[src/hdl/npc_pkg.sv]
// ----------------------------------------------------------------------------
// npc_pkg: shared types and constants for the nearest palette colour search
// Holds the request codes, the distance width and the record that each cell
// hands to its neighbour along the chain.
// ----------------------------------------------------------------------------
package npc_pkg;

  // Default number of palette entries, one cell each.
  localparam int unsigned PaletteEntriesDefault = 256;

  // Widths fixed by the request fields.
  localparam int unsigned ChanW  = 8;
  localparam int unsigned IndexW = 8;

  // An L1 distance over three 8-bit channels never exceeds 765.
  localparam int unsigned DistW = 10;

  // Running best distance before the first entry; above any real distance,
  // so entry zero always becomes the first candidate.
  localparam logic [DistW-1:0] DIST_START = {DistW{1'b1}};

  // Request codes carried in the mode field.
  localparam logic MODE_WRITE = 1'b0;
  localparam logic MODE_MATCH = 1'b1;

  // Record handed from one cell to the next whenever the row advances.
  typedef struct packed {
    logic              valid;
    logic              mode;
    logic [IndexW-1:0] entry_index;
    logic [ChanW-1:0]  red;
    logic [ChanW-1:0]  green;
    logic [ChanW-1:0]  blue;
    logic [DistW-1:0]  best_dist;
    logic [IndexW-1:0] best_index;
  } npc_flow_t;

  function automatic logic [ChanW-1:0] abs_diff(input logic [ChanW-1:0] a,
                                                input logic [ChanW-1:0] b);
    abs_diff = (a >= b) ? (a - b) : (b - a);
  endfunction

endpackage

[src/hdl/npc_cell.sv]
// ----------------------------------------------------------------------------
// npc_cell: one palette slot of the search chain
// Stores one palette entry, captures it from a passing write request and
// updates the running best match of a passing match request.
// ----------------------------------------------------------------------------
module npc_cell #(
  parameter int unsigned CELL_INDEX = 0
) (
  input  logic              clk,
  input  logic              rst_n,
  input  logic              advance,
  input  npc_pkg::npc_flow_t flow_in,
  output npc_pkg::npc_flow_t flow_out
);
  import npc_pkg::*;

  logic [ChanW-1:0]  entry_red_r;
  logic [ChanW-1:0]  entry_green_r;
  logic [ChanW-1:0]  entry_blue_r;
  logic              valid_r;
  npc_flow_t         flow_r;
  npc_flow_t         flow_nxt;
  logic [DistW-1:0]  entry_dist;
  logic              hit_write;

  assign hit_write = flow_in.valid && (flow_in.mode == MODE_WRITE) &&
                     (flow_in.entry_index == IndexW'(CELL_INDEX));

  always_comb begin
    entry_dist = DistW'(abs_diff(entry_red_r, flow_in.red)) +
                 DistW'(abs_diff(entry_green_r, flow_in.green)) +
                 DistW'(abs_diff(entry_blue_r, flow_in.blue));
    flow_nxt = flow_in;
    // A strict compare keeps the lower index on a tie.
    if (flow_in.mode == MODE_MATCH && entry_dist < flow_in.best_dist) begin
      flow_nxt.best_dist  = entry_dist;
      flow_nxt.best_index = IndexW'(CELL_INDEX);
    end
  end

  always_ff @(posedge clk) begin
    if (!rst_n) begin
      valid_r <= 1'b0;
    end else if (advance) begin
      valid_r <= flow_in.valid;
    end
  end

  always_ff @(posedge clk) begin
    if (advance) begin
      flow_r <= flow_nxt;
      if (hit_write) begin
        entry_red_r   <= flow_in.red;
        entry_green_r <= flow_in.green;
        entry_blue_r  <= flow_in.blue;
      end
    end
  end

  always_comb begin
    flow_out       = flow_r;
    flow_out.valid = valid_r;
  end

endmodule

[config.mk]
export PLATFORM = sky130hd
export DESIGN_NAME = npc_cell
export DESIGN_NICKNAME = d
export VERILOG_FILES = /design/src/hdl/npc_pkg.sv /design/src/hdl/npc_cell.sv
export SDC_FILE = /design/constraint.sdc
export NUM_CORES = 1
export LEC_CHECK = 0
export BUFFER_PORTS_ARGS = -buffer_cell sky130_fd_sc_hd__buf_2
export CAP_MARGIN = 0
export CORE_MARGIN = 1
export CORE_UTILIZATION = 45
export DETAILED_ROUTE_END_ITERATION = 8
export PLACE_DENSITY = 0.7
export RECOVER_POWER = 25
export SYNTH_ARGS = -nofsm -noshare
export SYNTH_HDL_FRONTEND = slang
export SYNTH_SLANG_ARGS = --single-unit
[constraint.sdc]
create_clock -name clk -period 6.24 [get_ports clk]
set_input_delay 0.936 -clock clk [delete_from_list [all_inputs] [get_ports clk]]
set_output_delay 0.936 -clock clk [all_outputs]
set_load 0.02 [all_outputs]
; ---- Word-level counts from Yosys, hierarchy flattened
; Index checks and enable logic that the tools add are counted.
[word_totals]
regBits = 76
input_bits = 55
elab_cells = 33
[classes]
add_sub_neg = 8
magnitude_cmp = 4
muxes = 4
bitwise = 1
n_reduce_logical = 5
[ops]
columns = operator, n
row1 = 8-bit subtractor, 6
row2 = 8-bit greater-or-equal comparator, 3
row3 = 8-bit 2-to-1 mux, 3
row4 = 18-bit 2-to-1 mux, 1
row5 = 9-bit by 8-bit adder with 10-bit output, 1
row6 = 10-bit < comparator, 1
row7 = 8-bit by 8-bit adder with 9-bit output, 1
row8 = 8-bit zero test, 1
row9 = 1-bit logical AND, 3
row10 = 2-bit AND reduction, 1
row11 = 1-bit inverter, 1

; ---- Depth between registers and ports, before layout
; Gate-level depths: netlist (run 1).
[logic_depth]
ltp_word = 7
ltp_mapped = 22

; ---- Worst setup path before layout (run 1)
; No wires, ideal clock.
[synth_timing]
path_kind = in2reg
startpoint = in flow_in[34] (netlist bit)
endpoint = reg flow_r (netlist bit flow_out[15]) (data pin)
setup_ps = 260
arrival_ps = 6093
t_required_ps = 5980
slack_ps = -113
cell_stages = 20
n_path_buf = 1
path_cell_list = ha_1 inv_1 fa_1 a21o_1 a21o_1 a311oi_4 mux2_2 fa_1 ha_1 fa_1 a211oi_1 o21bai_1 a211oi_1 nor2_1 ha_1 a21o_1 a21o_1 a221oi_4 buf_2 mux2_2
[synth_rtl]
columns = item, line
row1 = "start, declared", npc_cell.sv:12  ; input npc_pkg::npc_flow_t flow_in,
row2 = "end signal, assigned", npc_cell.sv:51  ; flow_r <= flow_nxt;
row3 = "end, declared", npc_cell.sv:21  ; npc_flow_t flow_r;

==> reports/results.tsv, run 1 <==
stage	metric	value	unit
synthesis	Yosys cell types	41	
sta	WHS	0.548	ns
critical_path	CP max stage cell	fa_1	
global_route	antenna violations before repair	0	
floorplan	Initial Utilization	47.2	%
sta	min Tclk post-route	5.97	ns
routing	vias post-DR	3635	
critical_path	reg2reg setup slack	0.55	ns
cells_and_area	# fillers	970	
min_path	HP Start	valid_r	
cts	Root Buffer	clkbuf_16	
routing	Initial DRC Count	203	
cts	total CTS buffers	9	
cells_and_area	area delta synth->final	18.6	%
power	P_sw	578	uW
floorplan	core area	0.0110	sq mm
critical_path	FF-to-FF path depth	21	
power	Seq pwr share	36.1	%
sta	TNS Setup	0	ns
global_route	vias in the first global route	3657	
power	worst vdd ir	177	uV
min_path	Hold/Removal Path Class	reg -> reg	
floorplan	die area	0.0120	sq mm
routing	DR DRC count	0	
synthesis	synthesized netlist cell count	443	
placement	placed cell area	0.00595	sq mm
critical_path	CP endpoint kind	flop	
critical_path	Crit Path Class	in -> reg	
critical_path	Critical Path Max Stage Delay	0.48	ns
synthesis	Main synth FF type	edfxtp_1	
sta	skew final	0.00730	ns
synthesis	mapped cell area	0.00520	sq mm
min_path	hold depth	2	
sta	RSZ-0062 raised after global routing	false	
global_route	Congestion Overflow GR	0	
sta	final setup fails	0	
power	Internal Pwr Total	1.20	mW
power	Pwr per Cell Area	288	mW/mm^2
cts	clock sink count	76	
power	Clock power frac	25.3	%
routing	routed length per instance	14.1	microns
sta	Final Max Slew Viols	0	
global_route	first-pass GRT wire length	16.4	mm
cells_and_area	layout cells sized above 1	22.3	%
floorplan	Die W	110	microns
critical_path	Cell Chain, Critical Path	buf_2 > ha_1 > inv_1 > fa_1 > a21o_1 > a21o_1 > a311oi_4 > mux2_2 > fa_1 > ha_1 > fa_1 > a211oi_1 > o21bai_1 > o21ba_2 > o21a_1 > ha_1 > nand4_1 > o21ai_0 > a221oi_4 > buf_12 > mux2_2	
synthesis	fraction of registers with async set/reset	0	%
floorplan	row cnt	38	
cts	post_cts resized	0	
synthesis	Avg Cell Area, Syn	11.7	sq um
critical_path	worst flop-to-flop path endpoint	flow_out[11]	
floorplan	I/O pin count	107	
critical_path	Critical Path AT	6.04	ns
placement	Buffers on Ports	106	
cts	Clock transition at path regs	0.06	ns
power	Lkg Pwr	2.90	nW
sta	Period Utilization, post-route	95.6	%
synthesis	post-synthesis sequential area ratio	43.7	%
critical_path	CP Max Fanout	18	
synthesis	yosys warns	0	
cts	CTS tree	yes	
synthesis	Net Count, Synth	574	
sta	fmax	0.168	GHz
synthesis	EDFF count, synth	75	
synthesis	Synth Register Bits	76	
critical_path	CP Launch Type	primary input	
outcome	status	finished, final reports clean	
cells_and_area	antenna fix cells	0	
routing	DRT Wirelength	9.97	mm
cells_and_area	most common cell after layout, fill and taps aside	buf_2	
placement	dpl hpwl	7.75	mm
run	number of max-cap violations	0	
min_path	Hold EP	valid_r	
cts	clk buf depth	2	
cells_and_area	post-route cell area	0.00617	sq mm
cells_and_area	final std cells w/o fill	706	
cts	H-tree levels	3	
global_route	largest net degree at the start of global routing	54	
power	Comb power frac	38.6	%
cts	clk_lat worst skew	0.33	ns
cts	hold buffers post-CTS	0	
critical_path	Required @ worst endpoint	6.31	ns
power	sw frac	32.5	%
sta	Worst Tran Pin Value	0.692	ns
cts	setup bufs post-CTS	0	
global_route	GRT Resource Usage Total	17.7	%
routing	vias per inst	5.15	
placement	Placer Congestion	0.908	
floorplan	Die Ht	110	microns
placement	Post-Place Cells	690	
power	Pwr Total	1.78	mW
cells_and_area	commonest non-fill, non-tap cells in the layout	buf_2 (79), inv_1 (75), edfxtp_1 (75)	
routing	drt pass-1 iters	4	
sta	final hold violations	0	
routing	ANT nets after route	0	
critical_path	Critical path origin	flow_in[34]	
sta	headroom to the max-slew limit	53.8	%
cells_and_area	nets@finish	692	
critical_path	Worst R2R Start	entry_red_r[0]	
[stage by stage]
stage          util, %  setup slack, ns
6_report          55.9            0.272
3_5_place_dp      53.9          -0.0725
2_1_floorplan        -           0.0113
4_1_cts           56.3            0.275
3_3_place_gp      53.9           0.0888
5_1_grt           55.9           0.0418
[routing by layer]
metal	vias up	global-route usage (%)	part of all wire (%)
li1	1795	-	-
met1	1710	22.5	46
met2	121	29.4	47
met3	9	3.79	6.2
met4	0	6.95	0.96
met5	-	0	0
[power by group through the flow]
| stage | Combinational [mW] | Sequential [mW] | Clock (mW) |
|---|---|---|---|
| floorplan | 0.427 | 0.722 | 0 |
| global placement | 0.663 | 0.652 | 0 |
| detailed placement | 0.688 | 0.653 | 0 |
| CTS | 0.692 | 0.643 | 0.461 |
| global route | 0.773 | 0.647 | 0.483 |
| finish | 0.687 | 0.642 | 0.450 |
[worst max-delay path: cells and delay by family]
kind / cells / cell delay [ns]
fa+ha+maj: 6 / 2.02
compound gates: 9 / 1.85
mux: 2 / 0.73
buf+inv: 3 / 0.37
simple gates: 1 / 0.14
[synth_stat cells (5+ instances only)]
master / number / area [sq um]
edfxtp_1: 75 / 2250
inv_1: 75 / 282
ha_1: 61 / 763
a21oi_1: 28 / 140
a21o_1: 20 / 150
mux2i_1: 20 / 200
fa_1: 15 / 300
mux2_2: 13 / 146
xor2_1: 13 / 114
nand2_1: 12 / 45.0
o21ai_0: 12 / 60.1
nor2b_1: 11 / 68.8
a31oi_1: 10 / 62.6
a211oi_1: 9 / 67.6
xnor2_1: 9 / 78.8
nand4_1: 8 / 50.1
clkbuf_1: 7 / 26.3
nor2_1: 6 / 22.5
nand3_1: 5 / 25.0
nand3b_1: 5 / 37.5
[cell type report]
type,instances,area [sq um],share of cell area (%)
Sequential cell,76,2270,36.8
Clock inverter,3,15.0,0.243
Timing Repair Buffer,121,622,10.1
Inverter,75,282,4.56
Multi-Input combinational cell,278,2560,41.6
Tap cell,140,175,2.84
Clock buffer,13,240,3.89
[registers in the layout (all words and copies together) (netlist names)]
| register | cells |
|---|---|
| flow_out | 51 |
| entry_blue_r | 8 |
| entry_green_r | 8 |
| entry_red_r | 8 |
| valid_r | 1 |
[cells by family after synthesis]
family | Yosys count | share of synthesized area [%]
AND/OR/NAND/NOR | 55 | 5.89
buffers and inverters | 89 | 7.14
adder cells (fa/ha/maj) | 76 | 20.4
flip-flops | 76 | 43.7
XOR/XNOR | 22 | 3.70
AO/OA/AOI/OAI | 92 | 12.5
multiplexers | 33 | 6.66
[worst max path at each step]
| stage | end | cells past startpoint |
|---|---|---|
| 3_3_place_gp | flow_out[17] | 21 |
| 5_1_grt | flow_out[13] | 22 |
| 4_1_cts | flow_out[11] | 21 |
| 3_5_place_dp | flow_out[11] | 21 |
| 2_1_floorplan | flow_out[15] | 20 |
| 6_report | flow_out[11] | 21 |
Power figures use the tool's default switching activity.
==> inputs of run 2 (changes only) <==
Settings changed: SETUP_SLACK_MARGIN set to 0.5.
==> reports/results.tsv, run 2 (synthesis gave the netlist of run 1 again) <==
stage	metric	value	unit
cts	clock sink count	76	
run	number of max-cap violations	0	
floorplan	Die Ht	110	microns
routing	Initial DRC Count	153	
cells_and_area	nets@finish	702	
routing	DRT Wirelength	10.4	mm
sta	RSZ-0062 raised after global routing	true	
critical_path	Worst R2R Start	entry_red_r[0]	
global_route	vias in the first global route	3656	
cells_and_area	layout cells sized above 1	28.1	%
floorplan	die area	0.0120	sq mm
cts	H-tree levels	3	
cells_and_area	max FFs per register	51	
routing	DR DRC count	0	
critical_path	CP endpoint kind	flop	
floorplan	core area	0.0110	sq mm
cts	Root Buffer	clkbuf_16	
critical_path	Critical Path AT	5.88	ns
routing	ANT nets after route	0	
floorplan	I/O pin count	107	
cts	CTS tree	yes	
global_route	antenna violations before repair	0	
sta	final hold violations	0	
placement	Placer Congestion	0.822	
sta	Worst Tran Pin Value	0.456	ns
critical_path	Required @ worst endpoint	6.32	ns
power	Pwr Total	2.00	mW
sta	skew final	0.00519	ns
cts	clk buf depth	2	
cells_and_area	antenna fix cells	0	
critical_path	Critical path origin	flow_in[26]	
cts	total CTS buffers	9	
sta	headroom to the max-slew limit	69.3	%
sta	TNS Setup	0	ns
cells_and_area	commonest non-fill, non-tap cells in the layout	edfxtp_1 (75), buf_2 (75), inv_1 (72)	
floorplan	Initial Utilization	47.2	%
critical_path	Crit Path Class	in -> reg	
sta	min Tclk post-route	5.80	ns
sta	final setup fails	0	
power	worst vdd ir	209	uV
global_route	first-pass GRT wire length	16.9	mm
floorplan	row cnt	38	
global_route	GRT Resource Usage Total	18.5	%
cells_and_area	post-route cell area	0.00652	sq mm
sta	WHS	0.515	ns
cells_and_area	Util after Layout	59.1	%
cts	clk_lat worst skew	0.33	ns
cts	Clock transition at path regs	0.06	ns
routing	vias post-DR	3625	
placement	placed cell area	0.00595	sq mm
global_route	Congestion Overflow GR	0	
cts	hold buffers post-CTS	0	
min_path	HP Start	valid_r	
sta	Final Max Slew Viols	0	
sta	Period Utilization, post-route	93.0	%
placement	Buffers on Ports	106	
floorplan	Die W	110	microns
routing	routed length per instance	14.5	microns
placement	dpl hpwl	7.85	mm
power	Lkg Pwr	3.00	nW
min_path	Hold/Removal Path Class	reg -> reg	
routing	vias per inst	5.06	
routing	drt pass-1 iters	4	
power	Pwr per Cell Area	306	mW/mm^2
critical_path	CP Max Fanout	6	
outcome	status	finished, final reports clean	
global_route	largest net degree at the start of global routing	29	
cells_and_area	area delta synth->final	25.3	%
sta	fmax	0.172	GHz
critical_path	CP Launch Type	primary input	
## run 2: cell types whose count changed in the layout (fill, tap and decap cells not counted), sizes merged
cell	previous run	this run
buf	94	102
bufinv	0	2
clkbuf	40	39
clkinvlp	0	1
## run 2: report_power, final
part           internal, mW  switching (mW)
Sequential            0.631          0.0109
Clock                 0.346           0.189
Combinational         0.385           0.434
## run 2: layer usage
metal | global-route usage [%] | vias up | wire length, microns
met5 | 0 | - | 0
met4 | 5.33 | 0 | 129
met3 | 5.10 | 8 | 599
met2 | 31.6 | 93 | 4980
met1 | 22.9 | 1703 | 4690
li1 | - | 1821 | -
## run 2: cell type report
class | count | area [sq um]
Fill cell | 935 | 4510
Multi-Input combinational cell | 278 | 2760
Sequential cell | 76 | 2270
Timing Repair Buffer | 131 | 721
Inverter | 75 | 282
Clock buffer | 10 | 229
Tap cell | 140 | 175
Clock inverter | 6 | 78.8
## run 2: final timing paths
kind	end	slack, ns	depth (start not counted)
max	flow_out[15]	0.44	23
min	valid_r	0.51	2
max reg2reg	flow_out[15]	0.70	22
min reg2reg	valid_r	0.51	2
## run 2: critical path: stages
cell	delay, ns
clkbuf_1	0.19
ha_4	0.18
inv_1	0.05
fa_2	0.39
nand3_2	0.10
a31oi_4	0.10
a211oi_4	0.30
buf_6	0.16
mux2i_1	0.20
xor2_1	0.13
fa_1	0.56
inv_2	0.05
fa_2	0.39
a211oi_2	0.25
o21bai_1	0.12
a211oi_2	0.29
nor2_4	0.08
ha_4	0.22
a21o_1	0.15
a21o_1	0.17
a221oi_4	0.33
buf_6	0.18
mux2_2	0.34
## run 2: what timing repair did
action,CTS,global route
setup endpoints to repair,18,18
pin swaps,12,13
cloned,1,0
buffers inserted,7,5
resized for setup,12,33
## run 2: through the flow
stage          setup slack [ns]  instances
2_1_floorplan             0.248        443
5_1_grt                   0.205        716
4_1_cts                   0.495        711
3_3_place_gp              0.203        687
6_report                  0.438        716
3_5_place_dp             0.0189        687
==> inputs of run 3 (changes only) <==
Settings changed: BUFFER_PORTS_ARGS -buffer_cell sky130_fd_sc_hd__buf_2 to -buffer_cell sky130_fd_sc_hd__buf_4.
==> reports/results.tsv, run 3 (synthesis gave the netlist of run 1 again) <==
stage	metric	value	unit
floorplan	I/O pin count	107	
sta	final hold violations	0	
cts	total CTS buffers	9	
floorplan	Initial Utilization	47.2	%
cts	clock sink count	76	
critical_path	CP Max Fanout	6	
min_path	Hold/Removal Path Class	reg -> reg	
placement	Placer Congestion	0.828	
sta	skew final	0.00934	ns
cells_and_area	area delta synth->final	29.3	%
routing	ANT nets after route	0	
critical_path	Critical path origin	flow_in[34]	
global_route	Congestion Overflow GR	0	
routing	DR DRC count	0	
sta	Period Utilization, post-route	94.6	%
cells_and_area	# fillers	903	
cts	Root Buffer	clkbuf_16	
min_path	HP Start	valid_r	
cts	clk_lat worst skew	0.34	ns
sta	Worst Tran Pin Value	0.696	ns
placement	Buffers on Ports	106	
routing	DRT Wirelength	10.5	mm
critical_path	Crit Path Class	in -> reg	
sta	fmax	0.169	GHz
critical_path	Worst R2R Start	entry_red_r[0]	
routing	Initial DRC Count	91	
cts	H-tree levels	3	
routing	vias post-DR	3629	
critical_path	CP endpoint kind	flop	
critical_path	FF-to-FF path depth	21	
power	Pwr per Cell Area	302	mW/mm^2
cells_and_area	layout cells sized above 1	30.2	%
routing	routed length per instance	14.8	microns
cells_and_area	Multi-input gate area	0.00277	sq mm
sta	TNS Setup	0	ns
cells_and_area	antenna fix cells	0	
cells_and_area	nets@finish	699	
cells_and_area	most common cell after layout, fill and taps aside	buf_4	
placement	dpl hpwl	7.74	mm
routing	drt pass-1 iters	4	
outcome	status	finished, final reports clean	
global_route	first-pass GRT wire length	16.8	mm
sta	headroom to the max-slew limit	53.6	%
sta	final setup fails	0	
floorplan	core area	0.0110	sq mm
floorplan	row cnt	38	
power	Lkg Pwr	3.07	nW
cts	clk buf depth	2	
global_route	largest net degree at the start of global routing	54	
critical_path	CP Launch Type	primary input	
cells_and_area	Reg area	0.00227	sq mm
sta	Final Max Slew Viols	0	
power	worst vdd ir	182	uV
critical_path	Required @ worst endpoint	6.32	ns
cells_and_area	Util after Layout	61.0	%
min_path	hold depth	2	
floorplan	die area	0.0120	sq mm
run	number of max-cap violations	0	
cts	hold buffers post-CTS	0	
global_route	vias in the first global route	3660	
cts	Clock transition at path regs	0.06	ns
sta	RSZ-0062 raised after global routing	true	
floorplan	Die Ht	110	microns
cts	CTS tree	yes	
global_route	GRT Resource Usage Total	18.4	%
sta	min Tclk post-route	5.90	ns
critical_path	Critical Path AT	5.98	ns
global_route	antenna violations before repair	0	
floorplan	Die W	110	microns
cells_and_area	max FFs per register	51	
cells_and_area	commonest non-fill, non-tap cells in the layout	buf_4 (94), edfxtp_1 (75), inv_1 (72)	
routing	vias per inst	5.09	
run 3: changes by cell type in the layout (fill, tap and decap cells not counted), sizes merged:
cell	delta
clkinvlp	-1
clkbuf	+2
bufinv	+1
buf	-4
clkinv	-1
run 3: critical path, cell delays in order:
cell,delay [ns]
clkbuf_1,0.19
ha_4,0.18
inv_2,0.04
fa_2,0.34
a21o_1,0.20
a21o_1,0.18
a311oi_4,0.31
mux2_4,0.34
fa_1,0.47
ha_2,0.22
fa_2,0.42
a211oi_2,0.25
o21bai_1,0.12
o21ba_2,0.22
o21a_1,0.21
ha_1,0.34
nand4_1,0.13
nor2_1,0.08
a221oi_4,0.29
buf_6,0.18
mux2_2,0.34
run 3: final timing paths:
| check | end | slack (ns) |
|---|---|---|
| setup reg to reg | flow_out[10] | 0.65 |
| hold reg to reg | valid_r | 0.52 |
| setup / recovery | flow_out[10] | 0.34 |
| hold / removal | valid_r | 0.52 |
run 3: cell type report:
cell class	count	share of cell area, %
multi-input combinational	278	41.2
tap	140	2.60
timing repair buffer	128	13.1
clock buffer	11	3.61
inverter	75	4.19
clock inverter	5	1.49
sequential	76	33.8
run 3: report_power, final:
group / total, mW / switching [mW] / internal, mW / leakage (nW)
combinational: 0.790 / 0.412 / 0.378 / 2.18
clock: 0.594 / 0.194 / 0.400 / 0.169
sequential: 0.645 / 0.0134 / 0.632 / 0.726
run 3: repair_timing:
item | CTS | global route
pin swaps | 1 | 9
gates resized for setup | 2 | 46
cloned | 0 | 1
setup endpoints to repair | 10 | 18
setup buffers | 2 | 9
run 3: per-layer routing:
layer	up-vias	wire length (microns)	GRT usage, %
li1	1808	-	-
met1	1712	4720	22.6
met2	95	5080	32.2
met3	14	520	2.61
met4	0	191	7.81
met5	-	0	0
run 3: through the flow:
step	cells	hold WS [ns]	area [sq um]	setup slack (ns)	total power, mW
after floorplan	443	0.484	5250	0.248	1.16
after global placement	685	0.504	6200	0.164	1.34
after detailed placement	685	0.510	6200	0.0192	1.37
after CTS	703	0.524	6570	0.506	1.98
after global routing	713	0.590	6730	0.197	2.15
final	713	0.519	6730	0.339	2.03
